**config.mk**
```make
export PLATFORM = sky130hd
export DESIGN_NAME = phtlp_ctrl
export DESIGN_NICKNAME = d
export VERILOG_FILES = /design/src/hdl/phtlp_pkg.sv /design/src/hdl/phtlp_ctrl.sv
export SDC_FILE = /design/constraint.sdc
export NUM_CORES = 1
export LEC_CHECK = 0
export CELL_PAD_IN_SITES_DETAIL_PLACEMENT = 1
export CELL_PAD_IN_SITES_GLOBAL_PLACEMENT = 1
export CORE_AREA = 2 2 40 42
export DETAILED_ROUTE_END_ITERATION = 8
export DIE_AREA = 0 0 42 44
export DONT_BUFFER_PORTS = 1
export PLACE_DENSITY_LB_ADDON = 0.1
export RECOVER_POWER = 25
export SLEW_MARGIN = 20
export SYNTH_ARGS = -nofsm -noshare
export SYNTH_HDL_FRONTEND = slang
export SYNTH_SLANG_ARGS = --single-unit
```
**constraint.sdc**
```tcl
create_clock -name clk -period 3.2 [get_ports clk]
set_input_delay 0.64 -clock clk [delete_from_list [all_inputs] [get_ports clk]]
set_output_delay 0.64 -clock clk [all_outputs]
set_load 0.02 [all_outputs]
```
**src/hdl/phtlp_pkg.sv**
```systemverilog
package phtlp_pkg;

  localparam int TableSize = 1024;
  localparam int IdxW = $clog2(TableSize);
  localparam int CntW = IdxW + 1;
  localparam int KeyW = 64;
  localparam int LenW = 4;
  localparam int ValW = 32;
  localparam int EntW = 1 + LenW + KeyW + ValW;

  typedef logic [2:0] status_t;
  localparam status_t ST_FOUND     = 3'd0;
  localparam status_t ST_NOT_FOUND = 3'd1;
  localparam status_t ST_INSERTED  = 3'd2;
  localparam status_t ST_UPDATED   = 3'd3;
  localparam status_t ST_INVALID   = 3'd4;
  localparam status_t ST_FULL      = 3'd5;

  typedef enum logic [2:0] {
    S_CLEAR, S_IDLE, S_HASH, S_READ, S_CHECK, S_DONE
  } state_t;

  typedef struct packed {
    logic clr_step;
    logic load;
    logic hash_step;
    logic set_home;
    logic rd;
    logic probe_next;
    logic wr;
    logic set_result;
    status_t result_code;
    logic out_load;
  } cmd_t;

  typedef struct packed {
    logic clr_last;
    logic plate_ok;
    logic hash_last;
    logic hit;
    logic empty;
    logic probed_all;
    logic req_ins;
  } sts_t;

  function automatic logic is_letter(logic [7:0] c);
    return (c >= 8'h41) && (c <= 8'h5A);
  endfunction

  function automatic logic is_digit(logic [7:0] c);
    return (c >= 8'h30) && (c <= 8'h39);
  endfunction

  function automatic logic plate_valid(logic [KeyW-1:0] key, logic [LenW-1:0] len);
    logic [LenW-1:0] sp;
    logic found_sp, ok, num;
    logic [LenW-1:0] ndig;
    logic [7:0] c;
    sp = len;
    found_sp = 1'b0;
    ok = 1'b1;
    for (int i = 0; i < 8; i++) begin
      c = key[8*i +: 8];
      if (!found_sp && (LenW'(i) < len) && c == 8'h20) begin
        sp = LenW'(i);
        found_sp = 1'b1;
      end
    end
    num = is_digit(key[7:0]);
    for (int i = 0; i < 8; i++) begin
      c = key[8*i +: 8];
      if (LenW'(i) < len) begin
        if (found_sp) begin
          if (LenW'(i) < sp && !is_letter(c)) ok = 1'b0;
          if (LenW'(i) > sp && !is_digit(c)) ok = 1'b0;
        end else begin
          if (num && !is_digit(c)) ok = 1'b0;
          if (!num && !is_letter(c)) ok = 1'b0;
        end
      end
    end
    ndig = len - sp - LenW'(1);
    if (len == '0 || len > LenW'(8)) return 1'b0;
    if (!ok) return 1'b0;
    if (found_sp) begin
      return (sp >= LenW'(1) && sp <= LenW'(5) && ndig >= LenW'(1) && ndig <= LenW'(2))
          || (sp == LenW'(6) && ndig == LenW'(1));
    end
    if (num) return len <= LenW'(3);
    return len <= LenW'(7);
  endfunction

endpackage

```
**src/hdl/phtlp_ctrl.sv**
```systemverilog
module phtlp_ctrl (
  input  logic             clk,
  input  logic             rst_n,
  input  logic             in_valid,
  output logic             in_ready,
  input  logic             out_valid,
  input  logic             out_ready,
  input  phtlp_pkg::sts_t  sts,
  output phtlp_pkg::cmd_t  cmd
);
  import phtlp_pkg::*;

  state_t state_r, state_nxt;

  always_ff @(posedge clk) begin
    if (!rst_n) state_r <= S_CLEAR;
    else        state_r <= state_nxt;
  end

  // output register frees once its beat is taken
  logic out_free;
  assign out_free = !out_valid || out_ready;

  always_comb begin
    state_nxt = state_r;
    case (state_r)
      S_CLEAR: if (sts.clr_last) state_nxt = S_IDLE;
      S_IDLE:  if (in_valid) state_nxt = S_HASH;
      S_HASH: begin
        if (!sts.plate_ok) state_nxt = S_DONE;
        else if (sts.hash_last) state_nxt = S_READ;
      end
      S_READ:  state_nxt = S_CHECK;
      S_CHECK: begin
        if (sts.empty || sts.hit || sts.probed_all) state_nxt = S_DONE;
        else state_nxt = S_READ;
      end
      S_DONE:  if (out_free) state_nxt = S_IDLE;
      default: state_nxt = S_IDLE;
    endcase
  end

  always_comb begin
    cmd = '0;
    cmd.result_code = ST_FULL;
    in_ready = 1'b0;
    case (state_r)
      S_CLEAR: cmd.clr_step = 1'b1;
      S_IDLE: begin
        in_ready = 1'b1;
        cmd.load = in_valid;
      end
      S_HASH: begin
        if (!sts.plate_ok) begin
          cmd.set_result = 1'b1;
          cmd.result_code = ST_INVALID;
        end else begin
          cmd.hash_step = 1'b1;
          cmd.set_home = sts.hash_last;
        end
      end
      S_READ: cmd.rd = 1'b1;
      S_CHECK: begin
        if (sts.empty) begin
          cmd.set_result = 1'b1;
          cmd.result_code = sts.req_ins ? ST_INSERTED : ST_NOT_FOUND;
          cmd.wr = sts.req_ins;
        end else if (sts.hit) begin
          cmd.set_result = 1'b1;
          cmd.result_code = sts.req_ins ? ST_UPDATED : ST_FOUND;
          cmd.wr = sts.req_ins;
        end else if (sts.probed_all) begin
          cmd.set_result = 1'b1;
          cmd.result_code = ST_FULL;
        end else begin
          cmd.probe_next = 1'b1;
        end
      end
      S_DONE: cmd.out_load = out_free;
      default: ;
    endcase
  end

  a_wr_only_check: assert property (@(posedge clk) disable iff (!rst_n)
    cmd.wr |-> state_r == S_CHECK && sts.req_ins) else $error("write outside check");
  a_clear_no_accept: assert property (@(posedge clk) disable iff (!rst_n)
    state_r == S_CLEAR |-> !in_ready) else $error("accept during clear");
  a_load_then_hash: assert property (@(posedge clk) disable iff (!rst_n)
    cmd.load |=> state_r == S_HASH) else $error("load did not start hash");

endmodule

```
# [Word level (Yosys, flattened, before mapping)]
# Index checks and enable logic that the tools add are counted.
[classes] n_eq_ne=9 mux=26 reduce_logical=6
[ops] operator="3-bit two-way mux" count=6
[ops] operator="3-bit case mux with 6 select lines" count=1
[ops] operator="4-bit two-way mux" count=3
[ops] operator="2-bit two-way mux" count=5
[ops] operator="1-bit two-way mux" count=9
[ops] operator="4-bit case mux with 2 select lines" count=1
[ops] operator="3-bit by 2-bit equality test with 1-bit output, second input constant" count=2
[ops] operator="3-bit equality test, second input constant" count=2
[ops] operator="2-bit inequality test, second input constant" count=3
[ops] operator="5-bit two-way mux" count=1
[ops] operator="4-bit AND reduction" count=1
[ops] operator="3-bit by 1-bit equality test with 1-bit output, second input constant" count=1
[ops] operator="3-bit logical NOT" count=1
[ops] operator="1-bit logical OR" count=3
[ops] operator="3-bit inequality test, second input constant" count=1
[ops] operator="1-bit logical NOT" count=1
[totals] reg_bits=3 out_inout_bits=13 wordCells=42 inputBits=12

# [Longest topological paths before layout]
[depth] depth_word=4 mapped_depth=4 ltp_nobuf=3

# [Worst setup path before layout]
# OpenSTA, ideal clock, no wires.
[synth_path] path_kind="input-to-output" start="input port sts[2] in the netlist's numbering" end="output port cmd[1] in the netlist's numbering" setup_slack_ns=1.287 t_required_ns=2.560 arrival_ns=1.273 cell_stages=3 path_buffers=0 path_cell_list="or3b_1 > a21oi_1 > o21bai_1"
[synth_lines] item="from (decl)" line_no="phtlp_ctrl.sv:8" source="input phtlp_pkg::sts_t sts,"
[synth_lines] item="to (decl)" line_no="phtlp_ctrl.sv:9" source="output phtlp_pkg::cmd_t cmd"

==> impl_results.md <==
- Worst R2R Start: state_r[0]
- Peak Freq: roughly 390 MHz
- Routability congestion estimate: 0.675
- Die area: roughly 1800 um2
- Final hold viol count: 0
- Fin Hold WS: 535 ps
- Required @ worst endpoint: ~2600 ps
- Endpoint type of the worst setup path: primary output
- TNS Setup: 0 ps
- Static Leakage: roughly 0.14 nW
- # nets final: 59
- CTS tree: yes
- First-pass GRT wire length: 1.49 mm
- Largest net degree at the start of global routing: 14
- H-tree depth: 1
- Drt first-iter violations: 0
- Synth Flop Type: dfxtp_1
- Final setup vio count: 0
- Final core utilization: 0.270
- DIE WIDTH: ~42 um
- Hold Path Origin: rst_n
- Post-DRT Antenna Nets: 0
- Reg-to-Reg End: state_r[1]
- Mapped Nets: 57
- IO Port Bufs: 0
- Number of synthesized flops with an enable pin: 0
- RSZ-0062 raised after global routing: no
- Max reg flops: 3
- Synth-to-Final Area Change: 0.658%
- Cell area after synthesis: 380 um2
- Run status: completed
- Clock slew at the register clock pins of the worst setup and hold paths: 30 ps
- DRC errors left: 0
- Max_slew headroom: 0.424
- Hold_buf cts: 0
- Top sig layer: met3
- Met2 WL: between 400 and 500 um
- Mean Syn Cell Area: around 8.5 um2
- Share of layout cells above drive strength 1: 0.196
- Crit-path max FO: 13
- Worst EP arrival: around 1900 ps
- Sequential area share after synthesis: 0.158
- Worst Skew: about 0.61 ps
- Pre-antenna DRT Iters: 1
- CTS Buf Count: 3
- Ys Warns: 0
- Std cell rows: 14
- Most flops, register: state_r
- Synth Register Bits: 3
- Root buffer cell: clkbuf_4
- Final wirelength: slightly above 900 um
- Post-CTS sizing: 0
- Met1 WL: 399 um
- Worst Setup Path Type: register to primary output
- Pwr dens: ~460 nW/um2
- MaxCap Viol Count: 0
- Async S/R FF share, synth: 0
- Filler cell count: about 180
- Post-route minimum period: between 2000 and 3000 ps
- Max Buffers Root-to-Sink: 2
- Residual overflow from global routing: 0
- Post-Syn Instances: 45
- Hold depth: 1
- Hold EP: state_r[2]
- Die Height: between 40 and 50 um
- Final worst slack: between 600 and 700 ps
- Worst Tran Pin Value: around 860 ps
- Initial antenna violation count: 0
- Final Max Slew Viols: 0
- CORE AREA: 1420 um2
- Vias: roughly 340
- # clock sinks: 3
- Startpoint types: register
- Vias per std cell: between 5 and 6
- Worst r2r path cells: 3
- Fin crit share: 0.799
- DP HPWL: approximately 720 um
- Crit path from: state_r[0]
- Postcts setup bufs: 0
- Clock Latency Late Sink: 230 ps
- Post-Place Worst Slack: approximately 1100 ps
- R2r setup slk: 1440 ps
- IO Pins: 25
- Initial Util: 0.268
- Total inserted antenna cells: 0
- Top Registers: state_r x3
- Vias in the first global route: roughly 330
- Wire per inst: ~15 um
- IR Drop Worst-Case VDD: approximately 0.00019 V
- Unique masters post-synth: 31
- WL met3: about 87 um
- GRT Total Usage: 0.107
- Worst hold-check path type: input port to register
## worst max-delay path by stage
stage | endpoint | cells after the start
floorplan | cmd[1] | 3
global placement | cmd[10] | 2
detailed placement | cmd[2] | 3
CTS | cmd[2] | 3
global route | cmd[10] | 2
finish | cmd[10] | 2
## logic make-up after synthesis
| logic type | Yosys count | share of synthesized area |
|---|---|---|
| compound gates | 11 | 0.240 |
| flops | 3 | 0.158 |
| mux | 1 | 0.0263 |
| simple gates | 24 | 0.474 |
| buf+inv | 6 | 0.102 |
## power by group
group	switching (mW)	internal [mW]
combinational	0.0331	0.0230
sequential	0.0135	0.0420
clock	0.0184	0.0467
total	0.0650	0.112
## worst max-delay path: stages, from the launching register on
cell and delay [ps]:
dfxtp_1 570, nor3b_1 760, and2_1 360
## placed cells by master, fill, tap and decap left out, types with 2 or more instances in the layout
master	instances
nor3b_2	2
clkbuf_4	3
and2_1	3
nand2_1	2
nor2_1	4
nor3_1	2
inv_1	3
dfxtp_1	3
## cells in the mapped netlist, types with 2 or more instances
cell type | instances | area share
nor3_1 | 2 | 0.026
nor3b_2 | 3 | 0.099
inv_1 | 3 | 0.030
nand2_1 | 2 | 0.020
buf_6 | 2 | 0.059
dfxtp_1 | 3 | 0.16
and2_1 | 3 | 0.049
nor2_1 | 4 | 0.039
## routing by layer
layer / global-route usage / up-vias
met2: 0.181 / 17
met1: 0.123 / 158
met5: 0 / -
li1: - / 164
met4: 0.0581 / 0
met3: 0.0292 / 0
## stage by stage
| stage | total power [mW] | area [um2] | cells |
|---|---|---|---|
| after CTS | 0.185 | 399 | 62 |
| final | 0.177 | 383 | 62 |
| after global routing | 0.192 | 383 | 62 |
| after detailed placement | 0.117 | 373 | 58 |
| after floorplan | 0.113 | 380 | 45 |
| after global placement | 0.116 | 373 | 58 |
## final cells by class
| type | count | area [um2] | share of cell area |
|---|---|---|---|
| clock buffers | 4 | 26.3 | 0.0686 |
| inverters | 3 | 11.3 | 0.0294 |
| multi-input cells | 36 | 265 | 0.693 |
| well taps | 16 | 20.0 | 0.0523 |
| flip-flops and latches | 3 | 60.1 | 0.157 |
(Power assumes the default switching activity.)
